`src/sv/cst_pkg.sv`:
```
// shared types, character codes and helpers for the character stream tokenizer
package cst_pkg;

  localparam int POS_BITS = 16;
  localparam int FLD_BITS = 16;
  localparam int MAX_TOK  = 3;

  typedef logic [POS_BITS-1:0] pos_t;
  typedef logic [FLD_BITS-1:0] fld_t;

  typedef enum logic [3:0] {
    TT_IDENT    = 4'd0,
    TT_INT      = 4'd1,
    TT_IF       = 4'd2,
    TT_NUMBER   = 4'd3,
    TT_OPERATOR = 4'd4,
    TT_ASSIGN   = 4'd5,
    TT_EQUAL    = 4'd6,
    TT_SEMI     = 4'd7,
    TT_LPAREN   = 4'd8,
    TT_RPAREN   = 4'd9,
    TT_LBRACE   = 4'd10,
    TT_RBRACE   = 4'd11,
    TT_ERROR    = 4'd12,
    TT_END      = 4'd13
  } tok_type_t;

  typedef enum logic [1:0] {
    WK_NONE   = 2'd0,
    WK_IDENT  = 2'd1,
    WK_NUMBER = 2'd2
  } word_kind_t;

  typedef enum logic [2:0] {
    KM_NONE = 3'd0,
    KM_I    = 3'd1,
    KM_IN   = 3'd2,
    KM_INT  = 3'd3,
    KM_IF   = 3'd4
  } kw_match_t;

  localparam logic [7:0] CH_PLUS   = 8'h2B;
  localparam logic [7:0] CH_MINUS  = 8'h2D;
  localparam logic [7:0] CH_EQ     = 8'h3D;
  localparam logic [7:0] CH_SEMI   = 8'h3B;
  localparam logic [7:0] CH_LPAREN = 8'h28;
  localparam logic [7:0] CH_RPAREN = 8'h29;
  localparam logic [7:0] CH_LBRACE = 8'h7B;
  localparam logic [7:0] CH_RBRACE = 8'h7D;
  localparam logic [7:0] CH_UNDER  = 8'h5F;
  localparam logic [7:0] CH_LOW_I  = 8'h69;
  localparam logic [7:0] CH_LOW_N  = 8'h6E;
  localparam logic [7:0] CH_LOW_T  = 8'h74;
  localparam logic [7:0] CH_LOW_F  = 8'h66;
  localparam logic [7:0] CH_SPACE  = 8'h20;
  localparam logic [7:0] CH_TAB    = 8'h09;
  localparam logic [7:0] CH_CR     = 8'h0D;

  typedef struct packed {
    tok_type_t  ttype;
    fld_t       start;
    fld_t       length;
    logic [7:0] sym;
  } tok_t;

  // up to three tokens from one item, filled from entry 0
  typedef struct packed {
    tok_t [MAX_TOK-1:0] tok;
    logic [1:0]         cnt;
  } bundle_t;

  // low field bits of a position, zero extended for narrow positions
  function automatic fld_t pos_to_fld(pos_t p);
    logic [31:0] wide;
    wide = 32'(p);
    return wide[FLD_BITS-1:0];
  endfunction

endpackage

```
`src/sv/cst_scan.sv`:
```
// scanner state and per-item token decode
module cst_scan (
  input  logic            clk,
  input  logic            rst_n,
  input  logic [7:0]      item_ch,
  input  logic            item_char_valid,
  input  logic            item_end,
  input  logic            take,
  output cst_pkg::bundle_t bundle
);
  import cst_pkg::*;

  pos_t       pos_r, pos_nxt;
  word_kind_t wk_r, wk_nxt;
  fld_t       ws_r, ws_nxt;
  fld_t       wl_r, wl_nxt;
  kw_match_t  km_r, km_nxt;
  logic       ap_r, ap_nxt;
  fld_t       as_r, as_nxt;
  logic       err_r, err_nxt;

  logic       is_dig, is_word, is_space;
  tok_type_t  punct;

  function automatic bundle_t push(bundle_t b, tok_t t);
    bundle_t r;
    r = b;
    unique case (b.cnt)
      2'd0:    begin r.tok[0] = t; r.cnt = 2'd1; end
      2'd1:    begin r.tok[1] = t; r.cnt = 2'd2; end
      2'd2:    begin r.tok[2] = t; r.cnt = 2'd3; end
      default: r = b;
    endcase
    return r;
  endfunction

  function automatic tok_t word_tok(word_kind_t k, kw_match_t m, fld_t s, fld_t l);
    tok_t t;
    t.start  = s;
    t.length = l;
    t.sym    = 8'd0;
    if (k == WK_NUMBER)   t.ttype = TT_NUMBER;
    else if (m == KM_INT) t.ttype = TT_INT;
    else if (m == KM_IF)  t.ttype = TT_IF;
    else                  t.ttype = TT_IDENT;
    return t;
  endfunction

  function automatic tok_t mk_tok(tok_type_t ty, fld_t s, fld_t l, logic [7:0] c);
    tok_t t;
    t.ttype  = ty;
    t.start  = s;
    t.length = l;
    t.sym    = c;
    return t;
  endfunction

  function automatic kw_match_t next_match(kw_match_t m, logic [7:0] c);
    kw_match_t r;
    r = KM_NONE;
    if (m == KM_I && c == CH_LOW_N)       r = KM_IN;
    else if (m == KM_I && c == CH_LOW_F)  r = KM_IF;
    else if (m == KM_IN && c == CH_LOW_T) r = KM_INT;
    return r;
  endfunction

  // character classes
  always_comb begin
    is_dig   = (item_ch >= 8'h30) && (item_ch <= 8'h39);
    is_word  = is_dig || ((item_ch >= 8'h61) && (item_ch <= 8'h7A)) ||
               ((item_ch >= 8'h41) && (item_ch <= 8'h5A)) || (item_ch == CH_UNDER);
    is_space = (item_ch == CH_SPACE) || ((item_ch >= CH_TAB) && (item_ch <= CH_CR));
    unique case (item_ch)
      CH_PLUS, CH_MINUS: punct = TT_OPERATOR;
      CH_SEMI:           punct = TT_SEMI;
      CH_LPAREN:         punct = TT_LPAREN;
      CH_RPAREN:         punct = TT_RPAREN;
      CH_LBRACE:         punct = TT_LBRACE;
      CH_RBRACE:         punct = TT_RBRACE;
      default:           punct = TT_ERROR;
    endcase
  end

  always_comb begin
    pos_nxt = pos_r;
    wk_nxt  = wk_r;
    ws_nxt  = ws_r;
    wl_nxt  = wl_r;
    km_nxt  = km_r;
    ap_nxt  = ap_r;
    as_nxt  = as_r;
    err_nxt = err_r;
    bundle  = '0;

    if (item_char_valid && !err_r) begin
      if (is_word) begin
        // letter after a number closes the number
        if (wk_nxt == WK_NUMBER && !is_dig) begin
          bundle = push(bundle, word_tok(wk_nxt, km_nxt, ws_nxt, wl_nxt));
          wk_nxt = WK_NONE;
          wl_nxt = '0;
          km_nxt = KM_NONE;
        end
        if (wk_nxt == WK_NONE) begin
          if (ap_nxt) begin
            bundle = push(bundle, mk_tok(TT_ASSIGN, as_nxt, fld_t'(1), CH_EQ));
            ap_nxt = 1'b0;
          end
          wk_nxt = is_dig ? WK_NUMBER : WK_IDENT;
          ws_nxt = pos_to_fld(pos_r);
          wl_nxt = fld_t'(1);
          km_nxt = (item_ch == CH_LOW_I) ? KM_I : KM_NONE;
        end else begin
          if (wl_nxt != '1) wl_nxt = wl_nxt + fld_t'(1);
          km_nxt = next_match(km_nxt, item_ch);
        end
      end else begin
        if (wk_nxt != WK_NONE) begin
          bundle = push(bundle, word_tok(wk_nxt, km_nxt, ws_nxt, wl_nxt));
          wk_nxt = WK_NONE;
          wl_nxt = '0;
          km_nxt = KM_NONE;
        end
        if (is_space) begin
          // whitespace keeps a held assign
        end else if (item_ch == CH_EQ) begin
          if (ap_nxt) begin
            bundle = push(bundle, mk_tok(TT_EQUAL, as_nxt, fld_t'(2), 8'd0));
            ap_nxt = 1'b0;
          end else begin
            ap_nxt = 1'b1;
            as_nxt = pos_to_fld(pos_r);
          end
        end else begin
          if (ap_nxt) begin
            bundle = push(bundle, mk_tok(TT_ASSIGN, as_nxt, fld_t'(1), CH_EQ));
            ap_nxt = 1'b0;
          end
          bundle = push(bundle, mk_tok(punct, pos_to_fld(pos_r), fld_t'(1), item_ch));
          if (punct == TT_ERROR) err_nxt = 1'b1;
        end
      end
      pos_nxt = pos_r + pos_t'(1);
    end

    if (item_end) begin
      if (wk_nxt != WK_NONE) begin
        bundle = push(bundle, word_tok(wk_nxt, km_nxt, ws_nxt, wl_nxt));
      end
      if (ap_nxt) begin
        bundle = push(bundle, mk_tok(TT_ASSIGN, as_nxt, fld_t'(1), CH_EQ));
      end
      bundle  = push(bundle, mk_tok(TT_END, pos_to_fld(pos_nxt), '0, 8'd0));
      pos_nxt = '0;
      wk_nxt  = WK_NONE;
      ws_nxt  = '0;
      wl_nxt  = '0;
      km_nxt  = KM_NONE;
      ap_nxt  = 1'b0;
      as_nxt  = '0;
      err_nxt = 1'b0;
    end
  end

  always_ff @(posedge clk) begin
    if (!rst_n) begin
      pos_r <= '0;
      wk_r  <= WK_NONE;
      ws_r  <= '0;
      wl_r  <= '0;
      km_r  <= KM_NONE;
      ap_r  <= 1'b0;
      as_r  <= '0;
      err_r <= 1'b0;
    end else if (take) begin
      pos_r <= pos_nxt;
      wk_r  <= wk_nxt;
      ws_r  <= ws_nxt;
      wl_r  <= wl_nxt;
      km_r  <= km_nxt;
      ap_r  <= ap_nxt;
      as_r  <= as_nxt;
      err_r <= err_nxt;
    end
  end

endmodule

```
`src/sv/cst_outq.sv`:
```
// result register holding one item's tokens, sent one per cycle while out_stall is low
module cst_outq (
  input  logic             clk,
  input  logic             rst_n,
  input  logic             load,
  input  cst_pkg::bundle_t bundle,
  output logic             ready,
  output logic             out_valid,
  input  logic             out_stall,
  output logic [3:0]       out_token_type,
  output logic [15:0]      out_token_start,
  output logic [15:0]      out_token_length,
  output logic [7:0]       out_symbol_char,
  output logic             out_last_of_run
);
  import cst_pkg::*;

  bundle_t    br_r;
  logic [1:0] idx_r;
  logic       valid_r;
  logic       xfer, last;
  tok_t       cur;

  assign xfer  = valid_r && !out_stall;
  assign last  = (idx_r == br_r.cnt - 2'd1);
  assign ready = !valid_r || (xfer && last);

  always_comb begin
    unique case (idx_r)
      2'd1:    cur = br_r.tok[1];
      2'd2:    cur = br_r.tok[2];
      default: cur = br_r.tok[0];
    endcase
  end

  assign out_valid        = valid_r;
  assign out_token_type   = cur.ttype;
  assign out_token_start  = cur.start;
  assign out_token_length = cur.length;
  assign out_symbol_char  = cur.sym;
  assign out_last_of_run  = last;

  always_ff @(posedge clk) begin
    if (!rst_n) begin
      valid_r <= 1'b0;
      idx_r   <= '0;
    end else if (load) begin
      valid_r <= 1'b1;
      idx_r   <= '0;
    end else if (xfer) begin
      if (last) valid_r <= 1'b0;
      else      idx_r   <= idx_r + 2'd1;
    end
  end

  always_ff @(posedge clk) begin
    if (load) br_r <= bundle;
  end

endmodule

```
`src/sv/char_stream_tokenizer_core.sv`:
```
// top level of the character stream tokenizer: input register, scanner, result register
// path: an item passes the input register, then moves to the result register once it is ready
// throughput: one item per cycle while each item yields at most one token and out_stall is low
// an item yielding k tokens (k up to 3) occupies the result register until all k have transferred
// reset: synchronous active-low rst_n clears scanner state and both valid flags
module char_stream_tokenizer_core (
  input  logic        clk,
  input  logic        rst_n,
  input  logic        in_valid,
  output logic        in_stall,
  input  logic [7:0]  in_ch,
  input  logic        in_char_valid,
  input  logic        in_end_of_text,
  output logic        out_valid,
  input  logic        out_stall,
  output logic [3:0]  out_token_type,
  output logic [15:0] out_token_start,
  output logic [15:0] out_token_length,
  output logic [7:0]  out_symbol_char,
  output logic        out_last_of_run
);
  import cst_pkg::*;

  // input register
  logic       ir_valid_r;
  logic [7:0] ir_ch_r;
  logic       ir_cv_r;
  logic       ir_end_r;

  logic    q_ready;
  logic    take;
  logic    in_xfer;
  bundle_t bundle;

  // item leaves the input register when the result register can take its tokens
  assign take     = ir_valid_r && q_ready;
  // input register refills in the same cycle it empties
  assign in_stall = ir_valid_r && !q_ready;
  assign in_xfer  = in_valid && !in_stall;

  always_ff @(posedge clk) begin
    if (!rst_n) begin
      ir_valid_r <= 1'b0;
    end else if (in_xfer) begin
      ir_valid_r <= 1'b1;
    end else if (take) begin
      ir_valid_r <= 1'b0;
    end
  end

  // payload of the input register, no reset needed
  always_ff @(posedge clk) begin
    if (in_xfer) begin
      ir_ch_r  <= in_ch;
      ir_cv_r  <= in_char_valid;
      ir_end_r <= in_end_of_text;
    end
  end

  // decode and scanner state update
  cst_scan u_scan (
    .clk             (clk),
    .rst_n           (rst_n),
    .item_ch         (ir_ch_r),
    .item_char_valid (ir_cv_r),
    .item_end        (ir_end_r),
    .take            (take),
    .bundle          (bundle)
  );

  // items that yield nothing never load the result register
  cst_outq u_outq (
    .clk              (clk),
    .rst_n            (rst_n),
    .load             (take && (bundle.cnt != 2'd0)),
    .bundle           (bundle),
    .ready            (q_ready),
    .out_valid        (out_valid),
    .out_stall        (out_stall),
    .out_token_type   (out_token_type),
    .out_token_start  (out_token_start),
    .out_token_length (out_token_length),
    .out_symbol_char  (out_symbol_char),
    .out_last_of_run  (out_last_of_run)
  );

endmodule

```
`config.mk`:
```
export PLATFORM = sky130hd
export DESIGN_NAME = char_stream_tokenizer_core
export DESIGN_NICKNAME = d
export VERILOG_FILES = /design/src/sv/cst_pkg.sv /design/src/sv/cst_scan.sv /design/src/sv/cst_outq.sv /design/src/sv/char_stream_tokenizer_core.sv
export SDC_FILE = /design/constraint.sdc
export NUM_CORES = 1
export LEC_CHECK = 0
export ABC_AREA = 1
export BUFFER_PORTS_ARGS = -buffer_cell sky130_fd_sc_hd__buf_2
export CAP_MARGIN = 20
export CORE_MARGIN = 5
export CORE_UTILIZATION = 35
export CTS_CLUSTER_SIZE = 8
export DETAILED_ROUTE_END_ITERATION = 10
export GPL_TIMING_DRIVEN = 0
export SLEW_MARGIN = 40
export SYNTH_ARGS = -nofsm -noshare
export SYNTH_HDL_FRONTEND = slang
export SYNTH_HIERARCHICAL = 1
export SYNTH_SLANG_ARGS = --single-unit
```
`constraint.sdc`:
```
create_clock -name clk -period 13.5 [get_ports clk]
set_input_delay 1.35 -clock clk [delete_from_list [all_inputs] [get_ports clk]]
set_output_delay 1.35 -clock clk [all_outputs]
set_load 0.1 [all_outputs]
```
==> key figures <==
Worst setup path
  • R2R Setup Slk: 7.16 ns
  • Worst Path Max Fanout: 21
  • Crit path required time: 13.73 ns
  • Startpoint types: flip-flop
  • Critical path type: reg -> reg
  • Crit path DAT: 6.57 ns
  • Crit end category: flip-flop

Cells and area
  • Area grow syn2layout: 15.50%
  • FILL cells: 4627
  • Nets: 2408
  • Register area: 5826 um2
  • Share of cells above drive strength 1: 0.1134
  • Area of the multi-input gates: 8167 um2

CTS
  • Hold_buf cts: 0
  • H-tree Lvls: 2
  • TritonCTS buffer count: 35
  • CTS resizes: 0
  • # Post-CTS Setup Buffers: 0
  • Maximum root-to-sink buffer count: 3
  • Worst-skew pair later-pin latency: 0.54 ns
  • TritonCTS clock tree: yes
  • Clock sink count: 219
  • Clock-pin slew on the worst setup and hold paths: 0.06 ns
  • Root buffer cell: clkbuf_16

Synthesis
  • Prevailing post-synth register cell: edfxtp_1
  • Synth unique cells: 48
  • Post-Syn Area: 15520 um2
  • Post-Syn Instances: 2250
  • Synth warnings: 6
  • Post-synthesis sequential area ratio: 0.3754
  • Number of flops mapped to enable cells by yosys: 144
  • Async S/R FF share, synth: 0
  • Yosys reg bits: 219
  • Syn avg cell area: 6.897 um2

Min path
  • Hold Crit Class: reg -> reg

Power and ir drop
  • Overall Power: 2.213 mW
  • Sequential power share: 0.345
  • Switch Pwr: 0.8030 mW
  • Pleak: 7.372 nW
  • Clk pwr share: 0.388
  • Logic pwr share: 0.267
  • Sw frac: 0.3629
  • Pwr dens: 123.4 nW/um2
  • Max IR drop VDD: 71.63 uV
  • Pint: 1.410 mW

STA
  • Final setup fails: 0
  • Slew HR: 0.3570
  • Worst slew pin tran: 0.9544 ns
  • Final Hold Viols: 0
  • Final period util: 0.4698
  • Period minus WS final: 6.342 ns
  • RSZ-0062 raised after global routing: no
  • Slew Limit Fails: 0
  • Setup TNS: 0 ns
  • Clock Skew: 0.02325 ns
  • Max Clk Rate: 0.1577 GHz

Floorplan
  • Die area: 48650 um2
  • Row cnt: 77
  • Core box area: 44030 um2
  • Die width: 220.6 um
  • DIE HEIGHT: 220.6 um
  • Ports: 61
  • Initial Util: 0.3525

GRT
  • Vias in the first global route: 15.85k
  • First-pass GRT wire length: 102900 um
  • Largest net degree at the start of global routing: 22
  • Total GRT Usage: 0.2832
  • Initial antenna violation count: 2
  • Global route overflow: 0

Placed design
  • # port buffers: 60
  • Gpl congestion: 1.008
  • HPWL Detailed: 54630 um

Route
  • WL per Instance: 23.44 um
  • DRT iter0 DRCs: 2447
  • Drt pass-1 iters: 6
  • DR vias: 16.90k
  • Post-Route WL: 70330 um
  • # DRC: 0
  • Vias per cell: 5.632
  • Detail Route Antenna Nets: 0

Job
  • Maximum capacitance violations: 0

Outcome
  • Outcome: complete, no violations
[critical path, stage by stage, from the launching register on]
cell and delay, ns:
dfxtp_1 0.52, nor2_1 0.21, inv_1 0.14, clkbuf_1 0.49
clkbuf_1 0.51, clkbuf_1 0.65, ha_1 0.36, or2_1 0.12
nand3_1 0.07, nand2_1 0.14, nand3_4 0.17, nand3_4 0.18
nor2_4 0.09, clkbuf_1 0.34, o21ai_0 0.51, nor2_1 0.15
nor2_4 0.49, buf_8 0.27, buf_8 0.22, buf_16 0.18
buf_6 0.18
[area by class of cell]
class	instances	area share
multi-input combinational	1685	0.4556
sequential	219	0.3250
clock buffer	59	0.05731
buffer	183	0.05179
tap	592	0.04132
inverter	191	0.04014
timing repair buffer	67	0.02520
clock inverter	4	0.003490
antenna	1	0.0001396
[routing by layer]
layer,vias up,GRT usage,part of all wire
met5,-,0,0
met4,0,0.09696,0.033
met3,133,0.05596,0.10
met2,955,0.4246,0.43
met1,7974,0.4088,0.44
li1,7840,-,-
[flip-flops by register name, summed over array words and instances, names as in the netlist]
name and flops:
ir_end_r 1, u_scan/err_r 1, u_outq/out_valid 1, u_scan/ap_r 1, u_outq/br_r 134, ir_cv_r 1
u_scan/wl_r 16, ir_valid_r 1, u_scan/as_r 16, u_scan/pos_r 16, u_scan/km_r 3, ir_ch_r 8
u_scan/wk_r 2, u_scan/ws_r 16, u_outq/idx_r 2
[through the flow]
stage	worst slack [ns]	hold slack [ns]	instance area, um2	std cells	util
after floorplan	4.366	0.4552	15620	2278	-
after global placement	0.2114	0.4711	16660	2930	0.3785
after detailed placement	7.213	0.4768	16830	2937	0.3822
after CTS	7.217	0.4882	17920	3000	0.4070
after global routing	6.946	0.5094	17920	3000	0.4071
final	7.158	0.4889	17920	3001	0.4071
[final timing paths]
| kind | to | startpoint | cells past startpoint |
|---|---|---|---|
| worst min-delay path | u_scan/as_r[0] | u_scan/as_r[0] | 2 |
| worst min register to register | u_scan/as_r[0] | u_scan/as_r[0] | 2 |
| worst max-delay path | u_outq/br_r[79] | u_scan/wk_r[0] | 20 |
| worst max register to register | u_outq/br_r[79] | u_scan/wk_r[0] | 20 |
[synthesized netlist by cell type (2+ instances only)]
| cell | instances | area share |
|---|---|---|
| nand2_1 | 582 | 0.14 |
| a21oi_1 | 204 | 0.066 |
| nand3_1 | 197 | 0.064 |
| nor2_1 | 191 | 0.046 |
| o21ai_0 | 172 | 0.055 |
| inv_1 | 168 | 0.041 |
| edfxtp_1 | 144 | 0.28 |
| clkbuf_1 | 92 | 0.022 |
| nand4_1 | 76 | 0.031 |
| dfxtp_1 | 75 | 0.097 |
| o211ai_1 | 42 | 0.020 |
| buf_4 | 40 | 0.019 |
| buf_2 | 37 | 0.012 |
| nor3_1 | 23 | 0.0074 |
| o21ai_1 | 22 | 0.0071 |
| inv_2 | 20 | 0.0048 |
| nand2_2 | 19 | 0.0077 |
| xor2_1 | 18 | 0.010 |
| o22ai_1 | 17 | 0.0069 |
| ha_1 | 12 | 0.0097 |
| a31oi_1 | 9 | 0.0036 |
| nor2_2 | 9 | 0.0036 |
| buf_1 | 8 | 0.0019 |
| o2111ai_1 | 8 | 0.0045 |
| nor2_4 | 7 | 0.0051 |
| nor4_1 | 7 | 0.0028 |
| buf_6 | 6 | 0.0044 |
| nand3_4 | 6 | 0.0068 |
| nand2_4 | 5 | 0.0036 |
| nand3_2 | 5 | 0.0032 |
| o31ai_1 | 5 | 0.0024 |
| a22oi_1 | 3 | 0.0015 |
| nand3b_1 | 3 | 0.0015 |
| a21oi_2 | 2 | 0.0011 |
| clkinv_1 | 2 | 0.00048 |
| xnor2_1 | 2 | 0.0011 |
[power groups by stage]
stage	Combinational, mW	Sequential, mW	Clock, mW
after floorplan	0.397	0.782	0
after global routing	0.620	0.766	0.905
after detailed placement	0.575	0.777	0
after global placement	0.563	0.786	0
after CTS	0.576	0.764	0.875
final	0.590	0.764	0.858
[cell usage in the layout (no fill, tap or decap), types with 11 or more instances in the layout]
cell,Yosys,layout
a21oi_1,204,204
buf_2,37,97
buf_4,40,40
clkbuf_1,92,111
clkbuf_16,0,36
conb_1,1,29
dfxtp_1,75,75
edfxtp_1,144,144
ha_1,12,12
inv_1,168,168
inv_2,20,20
nand2_1,582,582
nand2_2,19,19
nand3_1,197,197
nand4_1,76,76
nor2_1,191,188
nor2_2,9,11
nor3_1,23,23
o211ai_1,42,42
o21ai_0,172,164
o21ai_1,22,29
o22ai_1,17,17
xor2_1,18,18
[cell families (layout without fill, tap and decap cells)]
kind of cell | Yosys count | in the layout | synth area share
flops | 219 | 219 | 0.3754
fa+ha+maj | 12 | 12 | 0.009675
buf+inv | 374 | 504 | 0.1062
xor+xnor | 20 | 20 | 0.01129
simple gates | 1133 | 1133 | 0.3249
other cells | 1 | 30 | 0.0002416
compound gates | 491 | 491 | 0.1723
(Power assumes the default switching activity.)
